`config.mk`:
```
export PLATFORM = sky130hd
export DESIGN_NAME = sea_mul
export DESIGN_NICKNAME = d
export VERILOG_FILES = /design/src/rtl/sea_pkg.sv /design/src/rtl/sea_mul.sv
export SDC_FILE = /design/constraint.sdc
export NUM_CORES = 2
export LEC_CHECK = 0
export ABC_AREA = 1
export BUFFER_PORTS_ARGS = -buffer_cell sky130_fd_sc_hd__buf_2
export CORE_UTILIZATION = 23
export DETAILED_ROUTE_END_ITERATION = 6
export GPL_ROUTABILITY_DRIVEN = 0
export SLEW_MARGIN = 0
export SYNTH_ARGS = -nofsm -noshare
export SYNTH_HDL_FRONTEND = slang
export SYNTH_SLANG_ARGS = --single-unit
```
`constraint.sdc`:
```
create_clock -name i_clk -period 7.35 [get_ports i_clk]
set_input_delay 1.1025 -clock i_clk [delete_from_list [all_inputs] [get_ports i_clk]]
set_output_delay 1.1025 -clock i_clk [all_outputs]
set_load 0.05 [all_outputs]
```
`src/rtl/sea_pkg.sv`:
```
// types, constants and helpers shared by the static exciter regulator core
// no dependencies
package sea_pkg;

    localparam int COEF_BITS  = 16;
    localparam int COEF_ONE   = 65536;
    localparam int SIG_W      = 32;
    localparam int MA_W       = 33;   // multiplier a operand, signed
    localparam int MB_W       = 48;   // full b operand, signed
    localparam int CH_W       = 24;   // b chunk per multiplier pass
    localparam int MP_W       = MA_W + CH_W + 1;
    localparam int ACC_W      = 82;
    localparam int SAT_W      = 68;
    localparam int DIV_STEPS  = 48;
    localparam int ROOT_STEPS = 32;
    localparam int CNT_W      = 6;

    typedef enum logic [2:0] {
        CFG_TRANSDUCER_RATE = 3'd0,
        CFG_LAG_RATE        = 3'd1,
        CFG_EXCITER_RATE    = 3'd2,
        CFG_LEAD_RATIO      = 3'd3,
        CFG_EXCITER_GAIN    = 3'd4,
        CFG_WINDUP_GAIN     = 3'd5,
        CFG_FIELD_MAX       = 3'd6,
        CFG_FIELD_MIN       = 3'd7
    } t_cfg_idx;

    typedef struct packed {
        logic start;
        logic is_div;
    } t_itr_req;

    localparam logic signed [SAT_W-1:0] SAT_MAX = SAT_W'(64'sh7FFF_FFFF);
    localparam logic signed [SAT_W-1:0] SAT_MIN = SAT_W'(-64'sh8000_0000);

    function automatic logic signed [SIG_W-1:0] sat32(input logic signed [SAT_W-1:0] x);
        logic signed [SIG_W-1:0] y;
        if (x > SAT_MAX) begin
            y = SIG_W'(SAT_MAX);
        end else if (x < SAT_MIN) begin
            y = SIG_W'(SAT_MIN);
        end else begin
            y = x[SIG_W-1:0];
        end
        return y;
    endfunction

endpackage

```
`src/rtl/sea_mul.sv`:
```
// registered signed multiplier, one chunk of a wide product per cycle
// depends on sea_pkg
module sea_mul import sea_pkg::*; (
    input  logic                    i_clk,
    input  logic signed [MA_W-1:0]  i_a,
    input  logic signed [CH_W:0]    i_b,
    output logic signed [MP_W-1:0]  o_p
);
    logic signed [MP_W-1:0] r_p;

    always_ff @(posedge i_clk) begin
        r_p <= MP_W'(i_a * i_b);
    end

    assign o_p = r_p;
endmodule

```
==> flow_summary.json <==
{
  "drtIter0Drc": 1604,
  "drt_wl_total_um": 94800,
  "ys_seq_area_frac": 0.0358,
  "synthAdderAreaFrac": 0.580,
  "synth_nets": 5273,
  "drv_cap": 0,
  "clk_path_buf_depth": 2,
  "wl_per_cell_um": 15.3,
  "route.detailed.drc": 0,
  "fin_hold_ws_ps": 1260,
  "cp_slowest_stage_delay_ps": 590,
  "drt_pass1_iterations": 5,
  "path_cells": "buf_2 -> nand2_1 -> fa_1 -> fa_1 -> inv_1 -> fa_1 -> fa_1 -> fa_1 -> fa_1 -> inv_1 -> fa_1 -> inv_1 -> ha_1 -> nand2_1 -> nor2_1 -> inv_1 -> nor3_2 -> nand2_1 -> inv_1 -> nand3_1 -> nand4_1 -> nand2_1",
  "hold_violations": 0,
  "overflow": 0,
  "synth-seq-cells": 58,
  "dpl.hpwl_um": 85200,
  "worstPathArrival_ps": 7260,
  "synth_top_area_cell": "fa_1",
  "pin_count": 117,
  "grt_pass1_wl_um": 152000,
  "worst_pin_slew_ps": 713,
  "setup_slack_ps": 264,
  "fillers": 15216,
  "die_area_um2": 143000,
  "relSlewSlack": 0.524,
  "synth_simple_gate_area_frac": 0.178,
  "synth-async-reset-ratio": 0,
  "clkSinkCount": 58,
  "synth.most_common_cell": "inv_1",
  "fin_crit_sh": 0.964,
  "crit_required_ps": 7520,
  "cp_common_cell": "fa_1",
  "fin_setup_tns_ps": 0,
  "rows": 137,
  "synth-main-ff-cell": "dfxtp_1",
  "met1_usage": 0.180,
  "rsz0062_at_grt": "no",
  "pre_cts_ws_ps": -129,
  "avgSynthCellArea_um2": 7.70,
  "vias": 25368,
  "grtUsageMet3": 0.0337,
  "cts_hold_buf": 0,
  "grt_pass1_vias": 27270,
  "netlist_instances": 4215,
  "viasPerCell": 4.10,
  "grt_max_degree": 34,
  "clk_pin_slew_worst_paths_ps": 60,
  "synth-xor-area-share": 0.00972,
  "cts_buffers": 9,
  "crit_family": "adder cells",
  "synth_top_area_frac": 0.520,
  "crit_path_max_fanout": 22,
  "cts_tree": "yes",
  "synth_top_family_by_area": "adder cells",
  "path_buf_inv": 6,
  "start_kind": "primary input",
  "hp-class": "in2reg",
  "ys_types": 34,
  "synthTopCellsByArea": "fa_1 (52%), inv_1 (16%), nand2_1 (14%)",
  "synth_edf_count": 0,
  "n_antenna_cell": 0,
  "met2_usage": 0.228,
  "die_w_um": 378,
  "synth.cell_area_um2": 32400,
  "nNetsFinal": 5368,
  "grt_busiest_layer": "met2",
  "finalSetupViolCount": 0,
  "slowest_stage": "fa_1",
  "synth.area.mux_share": 0,
  "start_util": 0.232,
  "htree_levels": 3,
  "final_max_slew_viol_count": 0,
  "grt_usage": 0.138,
  "clockRootBuffer": "clkbuf_16",
  "synthTopCellsByCount": "inv_1 (1374), nand2_1 (1218), fa_1 (842)",
  "largest_register_ffs": 58,
  "status": "finished clean",
  "synth_compound_area_frac": 0.0138,
  "ant_nets": 0,
  "fin_crit_ps": 7090,
  "die_y_um": 378,
  "end_kind": "flip-flop",
  "area_growth_pct": 12.5,
  "port_buffers": 116,
  "antenna_found_initial": 24,
  "synth_warnings": 0,
  "crit_type": "in2reg",
  "fmax_ghz": 0.141,
  "core_um2": 140000,
  "post_cts_buffers": 0,
  "layout-drive-gt1-share": 0.0788
}
## path summary, 6_finish.rpt
check	start	to	slack, ps	cells past startpoint
worst max-delay path	i_b[10]	o_p[39]$_DFF_P_	260	22
worst min-delay path	i_a[0]	o_p[0]$_DFF_P_	1260	4
## kinds of logic after synthesis
logic type / Yosys count
flip-flops: 58
AND/OR/NAND/NOR: 1464
AO/OA/AOI/OAI: 82
XOR/XNOR: 36
adder cells (fa/ha/maj): 999
buffers and inverters: 1576
## metrics by stage
stage | utilization | instance area [µm²] | std cells
2_1_floorplan | - | 32400 | 4215
4_1_cts | 0.261 | 36500 | 6191
3_5_place_dp | 0.259 | 36100 | 6175
5_1_grt | 0.261 | 36500 | 6191
6_report | 0.261 | 36500 | 6191
3_3_place_gp | 0.259 | 36100 | 6175
## cells in the final DEF (no fill, tap or decap), types with 2 or more instances in the layout
cell type / netlist / final
a21oi_1: 50 / 50
nand3_1: 62 / 62
o21ai_0: 16 / 16
dfxtp_1: 58 / 58
nor3_2: 2 / 2
nand2_2: 8 / 8
bufinv_16: 0 / 2
nor2_4: 4 / 4
ha_1: 157 / 157
nor3_1: 10 / 10
clkbuf_16: 0 / 9
nand2_1: 1218 / 1218
nor2_2: 12 / 14
o21bai_1: 11 / 11
inv_2: 3 / 3
clkbuf_8: 0 / 2
buf_2: 0 / 113
nand3_2: 3 / 3
nand3b_1: 2 / 2
buf_12: 0 / 22
xnor2_1: 5 / 5
or2_2: 7 / 7
xor2_1: 31 / 31
inv_1: 1374 / 1374
nor2_1: 114 / 112
clkbuf_4: 0 / 3
fa_1: 842 / 842
buf_4: 0 / 143
nand4_1: 18 / 18
## metal layers
metal,wire (µm),share of wire
met2,45000,0.47
met3,8100,0.085
met4,1850,0.020
met5,82,0.00087
met1,39700,0.42
## area by class of cell
type / count / area (µm²) / share of cell area
Sequential cell: 58 / 1160 / 0.0318
Clock inverter: 4 / 73.8 / 0.00202
Clock buffer: 12 / 256 / 0.00703
Inverter: 1378 / 5170 / 0.142
Multi-Input combinational cell: 2581 / 25400 / 0.695
Timing Repair Buffer: 282 / 2110 / 0.0579
Tap cell: 1876 / 2350 / 0.0643
## what timing repair did
| action | 4_1_cts | 5_1_grt |
|---|---|---|
| setup endpoints to repair | 0 | 5 |
| resized for setup | 0 | 6 |
| endpoints found under the hold margin | 0 | 0 |
Power is not shown: default switching activity piles up to over one toggle a cycle in this logic, so the estimate is an artifact.
