--- src/rtl/sea_pkg.sv ---
// types, constants and helpers shared by the static exciter regulator core
// no dependencies
package sea_pkg;

    localparam int COEF_BITS  = 16;
    localparam int COEF_ONE   = 65536;
    localparam int SIG_W      = 32;
    localparam int MA_W       = 33;   // multiplier a operand, signed
    localparam int MB_W       = 48;   // full b operand, signed
    localparam int CH_W       = 24;   // b chunk per multiplier pass
    localparam int MP_W       = MA_W + CH_W + 1;
    localparam int ACC_W      = 82;
    localparam int SAT_W      = 68;
    localparam int DIV_STEPS  = 48;
    localparam int ROOT_STEPS = 32;
    localparam int CNT_W      = 6;

    typedef enum logic [2:0] {
        CFG_TRANSDUCER_RATE = 3'd0,
        CFG_LAG_RATE        = 3'd1,
        CFG_EXCITER_RATE    = 3'd2,
        CFG_LEAD_RATIO      = 3'd3,
        CFG_EXCITER_GAIN    = 3'd4,
        CFG_WINDUP_GAIN     = 3'd5,
        CFG_FIELD_MAX       = 3'd6,
        CFG_FIELD_MIN       = 3'd7
    } t_cfg_idx;

    typedef struct packed {
        logic start;
        logic is_div;
    } t_itr_req;

    localparam logic signed [SAT_W-1:0] SAT_MAX = SAT_W'(64'sh7FFF_FFFF);
    localparam logic signed [SAT_W-1:0] SAT_MIN = SAT_W'(-64'sh8000_0000);

    function automatic logic signed [SIG_W-1:0] sat32(input logic signed [SAT_W-1:0] x);
        logic signed [SIG_W-1:0] y;
        if (x > SAT_MAX) begin
            y = SIG_W'(SAT_MAX);
        end else if (x < SAT_MIN) begin
            y = SIG_W'(SAT_MIN);
        end else begin
            y = x[SIG_W-1:0];
        end
        return y;
    endfunction

endpackage

--- src/rtl/sea_itr.sv ---
// shared shift-subtract unit: integer square root (2 bits a step)
// or unsigned restoring division (1 bit a step); depends on sea_pkg
module sea_itr import sea_pkg::*; (
    input  logic        i_clk,
    input  logic        i_rst_n,
    input  t_itr_req    i_req,
    input  logic [63:0] i_operand,
    input  logic [25:0] i_divisor,
    output logic        o_done,
    output logic [47:0] o_result
);
    logic             r_busy;
    logic             r_done;
    logic             r_is_div;
    logic [CNT_W-1:0] r_cnt;
    logic [63:0]      r_src;
    logic [34:0]      r_rem;
    logic [47:0]      r_q;
    logic [25:0]      r_dvs;

    logic [34:0] w_cand;
    logic [34:0] w_sub;
    logic [35:0] w_diff;
    logic        w_ge;

    always_comb begin
        if (r_is_div) begin
            w_cand = {r_rem[33:0], r_src[63]};
            w_sub  = {9'b0, r_dvs};
        end else begin
            w_cand = {r_rem[32:0], r_src[63:62]};
            w_sub  = {1'b0, r_q[31:0], 2'b01};
        end
        w_diff = {1'b0, w_cand} - {1'b0, w_sub};
        w_ge   = ~w_diff[35];
    end

    always_ff @(posedge i_clk) begin
        if (!i_rst_n) begin
            r_busy <= 1'b0;
            r_done <= 1'b0;
        end else begin
            r_done <= 1'b0;
            if (i_req.start) begin
                r_busy <= 1'b1;
            end else if (r_busy && r_cnt == CNT_W'(1)) begin
                r_busy <= 1'b0;
                r_done <= 1'b1;
            end
        end
    end

    always_ff @(posedge i_clk) begin
        if (i_req.start) begin
            r_is_div <= i_req.is_div;
            r_cnt    <= i_req.is_div ? CNT_W'(DIV_STEPS) : CNT_W'(ROOT_STEPS);
            r_src    <= i_operand;
            r_rem    <= '0;
            r_q      <= '0;
            r_dvs    <= i_divisor;
        end else if (r_busy) begin
            r_cnt <= r_cnt - CNT_W'(1);
            r_src <= r_is_div ? {r_src[62:0], 1'b0} : {r_src[61:0], 2'b00};
            r_rem <= w_ge ? w_diff[34:0] : w_cand;
            r_q   <= {r_q[46:0], w_ge};
        end
    end

    assign o_done   = r_done;
    assign o_result = r_q;
endmodule

--- config.mk ---
export PLATFORM = sky130hd
export DESIGN_NAME = sea_itr
export DESIGN_NICKNAME = d
export VERILOG_FILES = /design/src/rtl/sea_pkg.sv /design/src/rtl/sea_itr.sv
export SDC_FILE = /design/constraint.sdc
export NUM_CORES = 1
export LEC_CHECK = 0
export BUFFER_PORTS_ARGS = -buffer_cell sky130_fd_sc_hd__buf_2
export CAP_MARGIN = 0
export CORE_UTILIZATION = 40
export CTS_BUF_LIST = sky130_fd_sc_hd__clkbuf_2 sky130_fd_sc_hd__clkbuf_4 sky130_fd_sc_hd__clkbuf_8
export DETAILED_ROUTE_END_ITERATION = 10
export HOLD_SLACK_MARGIN = 0.08
export PLACE_DENSITY_LB_ADDON = 0.3
export SKIP_LAST_GASP = 1
export SYNTH_ARGS = -nofsm -noshare
export SYNTH_HDL_FRONTEND = slang
export SYNTH_SLANG_ARGS = --single-unit
--- constraint.sdc ---
create_clock -name i_clk -period 9.2 [get_ports i_clk]
set_input_delay 1.84 -clock i_clk [delete_from_list [all_inputs] [get_ports i_clk]]
set_output_delay 1.84 -clock i_clk [all_outputs]
set_load 0.03 [all_outputs]
==> impl_metrics.json, run 1 <==
{
  "multi_input_area_um2": 5365,
  "synth_area_leaders": "edfxtp_1, dfxtp_1, mux2i_1",
  "clkSinkCount": 181,
  "synth_top_area_cell": "edfxtp_1",
  "rsz0062_at_grt": "false",
  "worstPathArrival_ns": 5.04,
  "placedCellCount": 1444,
  "hp-start": "r_rem[33]",
  "grt_pass1_wl_um": 37030,
  "maxCapViolations": 0,
  "ctsHtreeMaxLevel": 4,
  "pin_count": 143,
  "yosys_most_used_dff": "edfxtp_1",
  "fin_util": 0.4613,
  "finalMaxSlewViolations": 0,
  "io_buffer_count": 142,
  "cp-end-kind": "flop",
  "critPathLaunchType": "flop",
  "fin_setup_tns_ns": 0,
  "hpwl_um": 15710,
  "period_share": 0.5067,
  "yosys_warnings": 0,
  "maxSlewHeadroom": 0.3843,
  "die_y_um": 162.6,
  "holdBufCountCts": 0,
  "track_usage": 0.1736,
  "num-nets-final": 1264,
  "fill_cells": 2431,
  "first_pass_iters": 4,
  "hold_viol_final": 0,
  "antenna_cells": 0,
  "viasPerCell": 5.289,
  "synthesis.area_um2": 10310,
  "overflow": 0,
  "die_area_um2": 26430,
  "first_global_vias": 7412,
  "drc": 0,
  "period_needed_ns": 4.661,
  "initial_core_util": 0.4083,
  "synth-edff-count": 97,
  "via_count": 7807,
  "tightest_slew_ns": 0.9235,
  "setup_viol": 0,
  "fp.dieW_um": 162.6,
  "worstSetupPathType": "reg -> reg",
  "syn_to_final_growth_pct": 12.96,
  "netlist.area_leader.share": 0.2825,
  "reg2reg_from": "r_is_div",
  "drt-initial-drc-count": 475,
  "grt_max_degree": 75,
  "cts_root_buf": "clkbuf_8",
  "clkLatencyLatePin_ns": 0.47,
  "cts_tree": "done",
  "cts_buffers": 17,
  "critPathRequiredTime_ns": 9.58,
  "synth_seq_cells": 181,
  "power_density_nw_per_um2": 232.7,
  "cts_buffer_depth": 2,
  "post_cts_buffers": 0,
  "antenna_found_initial": 3,
  "p_leak_nw": 4.910,
  "ant_nets": 0,
  "synth-async-reset-ratio": 0,
  "routed_wirelength_um": 22690,
  "clk_pin_slew_ns": 0.10,
  "crit_fanout": 48,
  "avgRoutedWirePerCell_um": 15.37,
  "core-area_um2": 25250,
  "finalClockSkew_ns": 0.01969,
  "netlist_instances": 1023,
  "gp_congestion": 0.8670,
  "status": "complete, no violations",
  "cts.repair.resized": 0,
  "timing.fmax_mhz": 214.5,
  "yosysSeqAreaShare": 0.4455,
  "drive_gt1_frac": 0.2182,
  "min_path_type": "reg -> reg",
  "num_rows": 58,
  "peakVddDrop_v": 0.0001445,
  "regArea_um2": 4598,
  "synth_fp_nets": 1154,
  "cp-startpoint": "r_is_div",
  "syn_area_per_cell_um2": 10.08,
  "netlist-cell-type-count": 65,
  "layout.cells.non_filler": 1476
}
[cell usage after synthesis, drive strengths merged, types with 7 or more instances]
cell    count
mux2i     137
nand2     131
edfxtp     97
nor2       95
o21ai      85
dfxtp      84
clkbuf     42
a21oi      38
ha         36
mux2       30
buf        21
inv        20
nand2b     19
a311oi     18
xnor2      18
nor3       16
nand3      15
o211ai     12
a21o       10
xor2        9
a31oi       8
a211oi      7
a32oi       7
[cells in the final DEF, fill, tap and decap left out, types with 18 or more instances in the layout]
cell,instances
ha_1,36
nand2b_1,19
a21oi_1,33
edfxtp_1,97
nor2_1,94
o21ai_0,82
dfxtp_1,83
inv_1,19
mux2i_1,137
nand2_1,130
buf_2,141
xnor2_1,18
mux2_2,30
[critical path, cell delays in order, from the launching register on]
cell and delay [ns]:
edfxtp_1 0.36, buf_4 0.40, buf_4 0.59, mux2_2 0.42, ha_1 0.39, nand2_1 0.11
or3_1 0.40, a2111oi_4 0.37, a21oi_2 0.12, a21oi_2 0.61, buf_4 0.37, nand3_1 0.12
a311oi_2 0.26
[worst paths after layout]
check | end | slack [ns] | cells past startpoint
setup / recovery | r_rem[19] | 4.54 | 12
hold / removal | r_rem[33] | 0.50 | 2
setup reg to reg | r_rem[19] | 4.54 | 12
hold reg to reg | r_rem[33] | 0.50 | 2
[logic make-up after synthesis]
| family | after synthesis | share of synthesized area |
|---|---|---|
| AND/OR/NAND/NOR | 307 | 0.1293 |
| AO/OA/AOI/OAI | 221 | 0.1566 |
| flip-flops | 181 | 0.4455 |
| multiplexers | 167 | 0.1657 |
| buffers and inverters | 83 | 0.03422 |
| adder cells (fa/ha/maj) | 37 | 0.04562 |
| XOR/XNOR | 27 | 0.02293 |
[metrics by stage]
| stage | instance area, um2 | power (mW) | hold WS [ns] | setup WS [ns] |
|---|---|---|---|---|
| 6_report | 11650 | 2.711 | 0.4982 | 4.539 |
| 5_1_grt | 11650 | 2.904 | 0.5299 | 4.212 |
| 4_1_cts | 11650 | 2.731 | 0.5038 | 4.508 |
| 3_5_place_dp | 11260 | 2.185 | 0.4771 | 4.532 |
| 3_3_place_gp | 11260 | 2.172 | 0.4666 | 4.597 |
| 2_1_floorplan | 10310 | 1.964 | 0.4368 | 5.160 |
[where the power goes]
group	total, mW	internal, mW	switching (mW)
Sequential	1.01	0.949	0.0569
Clock	0.539	0.202	0.337
Combinational	1.17	0.462	0.704
Total	2.71	1.61	1.10
[cell type report]
cell class                      count  share of cell area
Clock buffer                       17             0.02009
Clock inverter                     15             0.01343
Inverter                           20            0.006445
Multi-Input combinational cell    759              0.4606
Sequential cell                   181              0.3947
Tap cell                          330             0.03545
Timing Repair Buffer              154             0.06928
[layer usage]
| layer | up-vias | GRT usage | part of all wire |
|---|---|---|---|
| met2 | 163 | 0.2751 | 0.45 |
| met5 | - | 0 | 0.0016 |
| met1 | 3654 | 0.2349 | 0.48 |
| met3 | 27 | 0.04202 | 0.051 |
| li1 | 3957 | - | - |
| met4 | 6 | 0.04885 | 0.013 |
[state kept, by name (all words and copies together) (netlist names)]
| register | count |
|---|---|
| r_busy | 1 |
| o_done | 1 |
| o_result | 48 |
| r_cnt | 6 |
| r_dvs | 26 |
| r_is_div | 1 |
| r_rem | 34 |
| r_src | 64 |
Power figures use the tool's default switching activity.
==> inputs of run 2 (changes only) <==
==> constraint.sdc (replaced) <==
create_clock -name i_clk -period 3.75 [get_ports i_clk]
set_input_delay 0.75 -clock i_clk [delete_from_list [all_inputs] [get_ports i_clk]]
set_output_delay 0.75 -clock i_clk [all_outputs]
set_load 0.03 [all_outputs]
==> run 2 against run 1 <==
  * Utilization rose by 0.68 points
  * Non-clock buffer count rose by 8
  * Largest cell class unchanged
  * Register-to-register slack got worse by 4.4 ns
  * First-iteration DRC count fell by 7.2%
  * Routed wire length increased by 2.9%
  * Sequential cell count did not move
  * Combinational power grew to 2.6 times the previous value
  * Total power increased to 2.5 times the previous value
  * Cell area increased by 1.5%
  * Hold slack lost 0.064 ns
  * Clock skew up 0.0031 ns
  * Sequential power is 140% higher
==> impl_metrics.json, run 2 (synthesized netlist as in run 1, its figures left out) <==
{
  "status": "complete, no violations",
  "routed_wirelength_um": 23350,
  "ant_nets": 0,
  "maxSlewHeadroom": 0.4805,
  "track_usage": 0.1764,
  "ctsHtreeMaxLevel": 4,
  "fp.dieW_um": 162.6,
  "first_global_vias": 7466,
  "die_y_um": 162.6,
  "cts_root_buf": "clkbuf_8",
  "reg2reg_slack_ns": 0.18,
  "cts_buffers": 17,
  "power_density_nw_per_um2": 579.3,
  "hold_path_end": "r_dvs[18]",
  "grt_pass1_wl_um": 37400,
  "cp-end-kind": "flop",
  "cts_tree": "done",
  "avgRoutedWirePerCell_um": 15.72,
  "worstPathArrival_ns": 3.94,
  "drt-initial-drc-count": 441,
  "worstSetupPathType": "reg -> reg",
  "core-area_um2": 25250,
  "critPathRequiredTime_ns": 4.13,
  "fin_setup_tns_ns": 0,
  "power.total_mw": 6.848,
  "hold_viol_final": 0,
  "initial_core_util": 0.4083,
  "period_needed_ns": 3.566,
  "final_common_cell": "buf_2",
  "hp-start": "i_divisor[18]",
  "critPathLaunchType": "flop",
  "cts_buffer_depth": 2,
  "min_path_type": "in -> reg",
  "die_area_um2": 26430,
  "largest_register_ffs": 64,
  "r2r_cells": 13,
  "drc": 0,
  "timing.rr.end": "r_rem[32]",
  "p_leak_nw": 4.998,
  "setup_viol": 0,
  "syn_to_final_growth_pct": 14.62,
  "hpwl_um": 15880,
  "holdWs_ns": 0.4341,
  "finalClockSkew_ns": 0.02282,
  "placedCellCount": 1449,
  "io_buffer_count": 142,
  "tightest_slew_ns": 0.7792,
  "clkSinkCount": 181,
  "period_share": 0.9508,
  "grt_max_degree": 91,
  "whs_path_depth": 1,
  "final_cell_mix": "buf_2, mux2i_1, nand2_1",
  "gp_congestion": 0.8316,
  "num-nets-final": 1272,
  "crit_fanout": 34,
  "viasPerCell": 5.262,
  "layout.cells.non_filler": 1486,
  "antenna_found_initial": 4,
  "fin_util": 0.4680,
  "top_register": "r_src",
  "clkLatencyLatePin_ns": 0.48,
  "finalMaxSlewViolations": 0,
  "peakVddDrop_v": 0.0004601,
  "num_rows": 58,
  "reg2reg_from": "r_is_div",
  "maxCapViolations": 0,
  "clk_pin_slew_ns": 0.12,
  "first_pass_iters": 6,
  "via_count": 7820,
  "timing.fmax_mhz": 280.5,
  "drive_gt1_frac": 0.2253,
  "overflow": 0,
  "pin_count": 143
}
-- run 2: cell count changes in the layout (fill, tap and decap cells not counted), sizes merged --
cell / before / now
buf: 154 / 161
clkinv: 5 / 9
diode: 0 / 2
inv: 27 / 26
clkinvlp: 3 / 0
clkbuf: 17 / 18
-- run 2: final cells by class --
| class | count | area [um2] |
|---|---|---|
| clock inverters | 15 | 196.4 |
| diodes | 2 | 5.005 |
| fillers | 2401 | 13430 |
| inverters | 20 | 75.07 |
| well taps | 330 | 412.9 |
| multi-input cells | 759 | 5373 |
| flip-flops and latches | 181 | 4598 |
| clock buffers | 17 | 234.0 |
| repair buffers | 162 | 925.9 |
-- run 2: routing by layer --
| metal | vias to the layer above | part of all wire | wire length, um | global-route usage |
|---|---|---|---|---|
| li1 | 3977 | - | - | - |
| met5 | - | 0.00069 | 16 | 0 |
| met4 | 4 | 0.0094 | 220 | 0.04630 |
| met3 | 20 | 0.058 | 1360 | 0.04991 |
| met1 | 3639 | 0.46 | 10780 | 0.2328 |
| met2 | 180 | 0.47 | 10980 | 0.2824 |
-- run 2: how the worst max path moves through the flow --
stage / start / to / slack [ns] / cells after the start
after global routing: r_is_div / r_rem[20] / -0.01 / 14
after global placement: r_is_div / r_rem[0] / 0.29 / 12
final: r_is_div / r_rem[32] / 0.18 / 13
after detailed placement: r_is_div / r_rem[1] / 0.21 / 12
after CTS: r_is_div / r_rem[1] / 0.19 / 12
after floorplan: r_is_div / r_rem[20] / 0.08 / 17
-- run 2: metrics by stage --
step | setup WS (ns) | cell area (um2)
3_5_place_dp | 0.2070 | 11350
3_3_place_gp | 0.2892 | 11350
4_1_cts | 0.1882 | 11780
2_1_floorplan | 0.07788 | 10310
6_report | 0.1844 | 11820
5_1_grt | -0.009912 | 11820
-- run 2: repair_timing --
action                                  in CTS  in global routing
resized for setup                            0                  2
setup buffers                                0                  2
hold buffers                                 0                  0
endpoints found under the setup margin       0                 10
-- run 2: report_power, final --
| group | internal [mW] | total [mW] | switching, mW |
|---|---|---|---|
| clock network | 0.521 | 1.40 | 0.874 |
| logic | 1.23 | 2.99 | 1.76 |
| registers | 2.33 | 2.47 | 0.139 |
| total | 4.08 | 6.85 | 2.77 |
-- run 2: critical path: stages (launching register included) --
cell and delay, ns:
edfxtp_1 0.49, clkbuf_16 0.29, mux2_2 0.37, ha_1 0.44, nand2_2 0.11, o211ai_2 0.21, a311oi_4 0.13, buf_4 0.17
a2111oi_4 0.32, a21oi_2 0.12, a21o_1 0.19, buf_12 0.18, a32o_1 0.26, a31o_1 0.17
==> inputs of run 3 (changes only) <==
--- a/config.mk
+++ b/config.mk
@@ -5,6 +5,7 @@
 export SDC_FILE = /design/constraint.sdc
 export NUM_CORES = 1
 export LEC_CHECK = 0
+export ABC_AREA = 1
 export BUFFER_PORTS_ARGS = -buffer_cell sky130_fd_sc_hd__buf_2
 export CAP_MARGIN = 0
 export CORE_UTILIZATION = 40
==> run 3 against run 2 <==
  * Clock power about the same
  * Register-to-register slack better by 0.24 ns
  * Critical endpoint is now r_rem[23]
  * Clock skew rose by 0.0078 ns
  * Sequential share of layout area decreased by 0.98 points
  * Area after synthesis is 3.5% higher
  * Utilization decreased by 0.44 points
  * Die area grew 3.4%
==> impl_metrics.json, run 3 <==
{
  "whs_path_depth": 1,
  "largest_register_ffs": 64,
  "critPathLaunchType": "flop",
  "gp_congestion": 0.9609,
  "clkLatencyLatePin_ns": 0.50,
  "clk_pin_slew_ns": 0.12,
  "netlist_instances": 1486,
  "synth-edff-count": 97,
  "crit_fanout": 26,
  "cp_num_cells": 18,
  "power_density_nw_per_um2": 565.6,
  "path_buf_inv": 4,
  "maxSlewHeadroom": 0.4351,
  "die_y_um": 165.3,
  "syn_to_final_growth_pct": 13.57,
  "synth_common_cells": "nand2_1, inv_1, a21oi_1",
  "placedCellCount": 1918,
  "reg2reg_from": "r_is_div",
  "cts_tree": "done",
  "ant_nets": 0,
  "p_leak_nw": 5.810,
  "synth_top_area_cell": "edfxtp_1",
  "avgRoutedWirePerCell_um": 15.00,
  "busiest_layer": "met2",
  "drt-initial-drc-count": 685,
  "via_count": 9946,
  "final_common_cell": "nand2_1",
  "netlist-cell-type-count": 46,
  "synth-async-reset-ratio": 0,
  "grt_pass1_wl_um": 47370,
  "path_cells": "clkinv_2 > buf_4 > buf_4 > nand2_1 > o21ai_0 > ha_1 > nand2_1 > nor2_1 > nand2_1 > nor2_1 > nand2_1 > nand3_2 > nand2_4 > nand2_8 > buf_4 > nand3_1 > nand2_1 > o21ai_1",
  "critPathRequiredTime_ns": 4.12,
  "status": "complete, no violations",
  "fin_setup_tns_ns": 0,
  "viasPerCell": 5.101,
  "cpPeakStageDelay_ns": 0.44,
  "syn_area_per_cell_um2": 7.180,
  "synth_fp_nets": 1617,
  "first_pass_iters": 5,
  "post_cts_buffers": 0,
  "finalMaxSlewViolations": 0,
  "initial_core_util": 0.4083,
  "cts_buffer_depth": 2,
  "yosys_most_used_dff": "edfxtp_1",
  "tightest_slew_ns": 0.8473,
  "crit_family": "simple AND/OR/NAND/NOR gates",
  "power.total_mw": 6.853,
  "num_rows": 59,
  "r2r_cells": 18,
  "netlist.area_leader.share": 0.2730,
  "reg2reg_slack_ns": 0.42,
  "rsz0062_at_grt": "false",
  "antenna_cells": 0,
  "yosys_warnings": 0,
  "core-area_um2": 26130,
  "overflow": 0,
  "ctsHtreeMaxLevel": 4,
  "worstPathArrival_ns": 3.70,
  "timing.rr.end": "r_rem[23]",
  "min_path_type": "in -> reg",
  "synthesis.area_um2": 10670,
  "routed_wirelength_um": 29250,
  "num-nets-final": 1733,
  "synth_area_leaders": "edfxtp_1, dfxtp_1, nand2_1",
  "setup_viol": 0,
  "finalClockSkew_ns": 0.03065,
  "cts.repair.resized": 0,
  "fp.dieW_um": 165.3,
  "drc": 0,
  "io_buffer_count": 142,
  "crit_end": "r_rem[23]",
  "period_needed_ns": 3.330,
  "cts_root_buf": "clkbuf_8",
  "pin_count": 143,
  "use_met1": 0.2959,
  "hold_viol_final": 0,
  "layout.cells.non_filler": 1950,
  "clkSinkCount": 181,
  "antenna_found_initial": 4,
  "holdWs_ns": 0.4288,
  "synth_most_common_cell": "nand2_1",
  "yosysSeqAreaShare": 0.4306,
  "use_met2": 0.3579,
  "period_share": 0.8879,
  "die_area_um2": 27330,
  "cp-end-kind": "flop",
  "hpwl_um": 21470,
  "grt_use_met3": 0.04620,
  "first_global_vias": 9451,
  "maxCapViolations": 0,
  "final_cell_mix": "nand2_1, inv_1, a21oi_1",
  "holdBufCountCts": 0,
  "track_usage": 0.2213,
  "grt_max_degree": 121,
  "top_register": "r_src",
  "peakVddDrop_v": 0.0002504,
  "synth_seq_cells": 181,
  "cp-startpoint": "r_is_div",
  "cpMostUsedCell": "nand2_1",
  "drive_gt1_frac": 0.1375,
  "worstSetupPathType": "reg -> reg",
  "cts_buffers": 17,
  "cp_slowest_cell": "edfxtp_1",
  "timing.fmax_mhz": 300.3
}
-- run 3: worst min path at each step --
stage | endpoint | from | slack, ns
after detailed placement | r_rem[21] | r_rem[21] | 0.45
after floorplan | r_rem[33] | r_rem[33] | 0.43
after CTS | r_dvs[1] | i_divisor[1] | 0.40
after global routing | r_dvs[1] | i_divisor[1] | 0.41
final | r_dvs[1] | i_divisor[1] | 0.43
after global placement | o_result[47] | o_result[47] | 0.44
-- run 3: cells by family (layout without fill, tap and decap cells) --
kind of cell | count (synthesis) | after routing | synth area share
AOI/OAI and AO/OA | 286 | 286 | 0.1430
xor gates and xnor gates | 18 | 18 | 0.01478
adders and majority gates | 37 | 37 | 0.04410
buffers and inverters | 265 | 394 | 0.09675
DFF | 181 | 181 | 0.4306
muxes | 2 | 2 | 0.001876
and+or+nand+nor | 697 | 697 | 0.2689
-- run 3: layout make-up --
cell class / count / area (um2)
Clock buffer: 18 / 241.5
Clock inverter: 14 / 175.2
Fill cell: 2700 / 14020
Inverter: 201 / 758.2
Multi-Input combinational cell: 1040 / 5047
Sequential cell: 181 / 4594
Tap cell: 335 / 419.2
Timing Repair Buffer: 161 / 880.8
-- run 3: worst register-to-register path, cell delays in order, from the launching register on --
cell,delay (ns)
edfxtp_1,0.44
clkinv_2,0.25
buf_4,0.28
buf_4,0.19
nand2_1,0.07
o21ai_0,0.12
ha_1,0.38
nand2_1,0.09
nor2_1,0.19
nand2_1,0.12
nor2_1,0.11
nand2_1,0.09
nand3_2,0.12
nand2_4,0.11
nand2_8,0.19
buf_4,0.25
nand3_1,0.10
nand2_1,0.07
o21ai_1,0.05
-- run 3: layer usage --
| metal | wire length, um | share of wire | vias to the layer above |
|---|---|---|---|
| met5 | 34 | 0.0012 | - |
| met4 | 598 | 0.020 | 6 |
| met3 | 1949 | 0.067 | 44 |
| met2 | 13280 | 0.45 | 299 |
| met1 | 13390 | 0.46 | 4533 |
| li1 | - | - | 5064 |
-- run 3: report_power, final --
| part | switching [mW] | total (mW) | internal [mW] | leakage [nW] |
|---|---|---|---|---|
| combinational | 1.95 | 2.97 | 1.02 | 3.96 |
| sequential | 0.136 | 2.48 | 2.34 | 1.64 |
| clock | 0.879 | 1.41 | 0.526 | 0.209 |
-- run 3: per-stage QoR --
stage	setup slack, ns	cell area [um2]	util
3_5_place_dp	0.4520	11700	0.4477
2_1_floorplan	0.04816	10670	-
3_3_place_gp	0.5038	11700	0.4477
6_report	0.4204	12120	0.4637
4_1_cts	0.4335	12120	0.4637
5_1_grt	0.06139	12120	0.4637
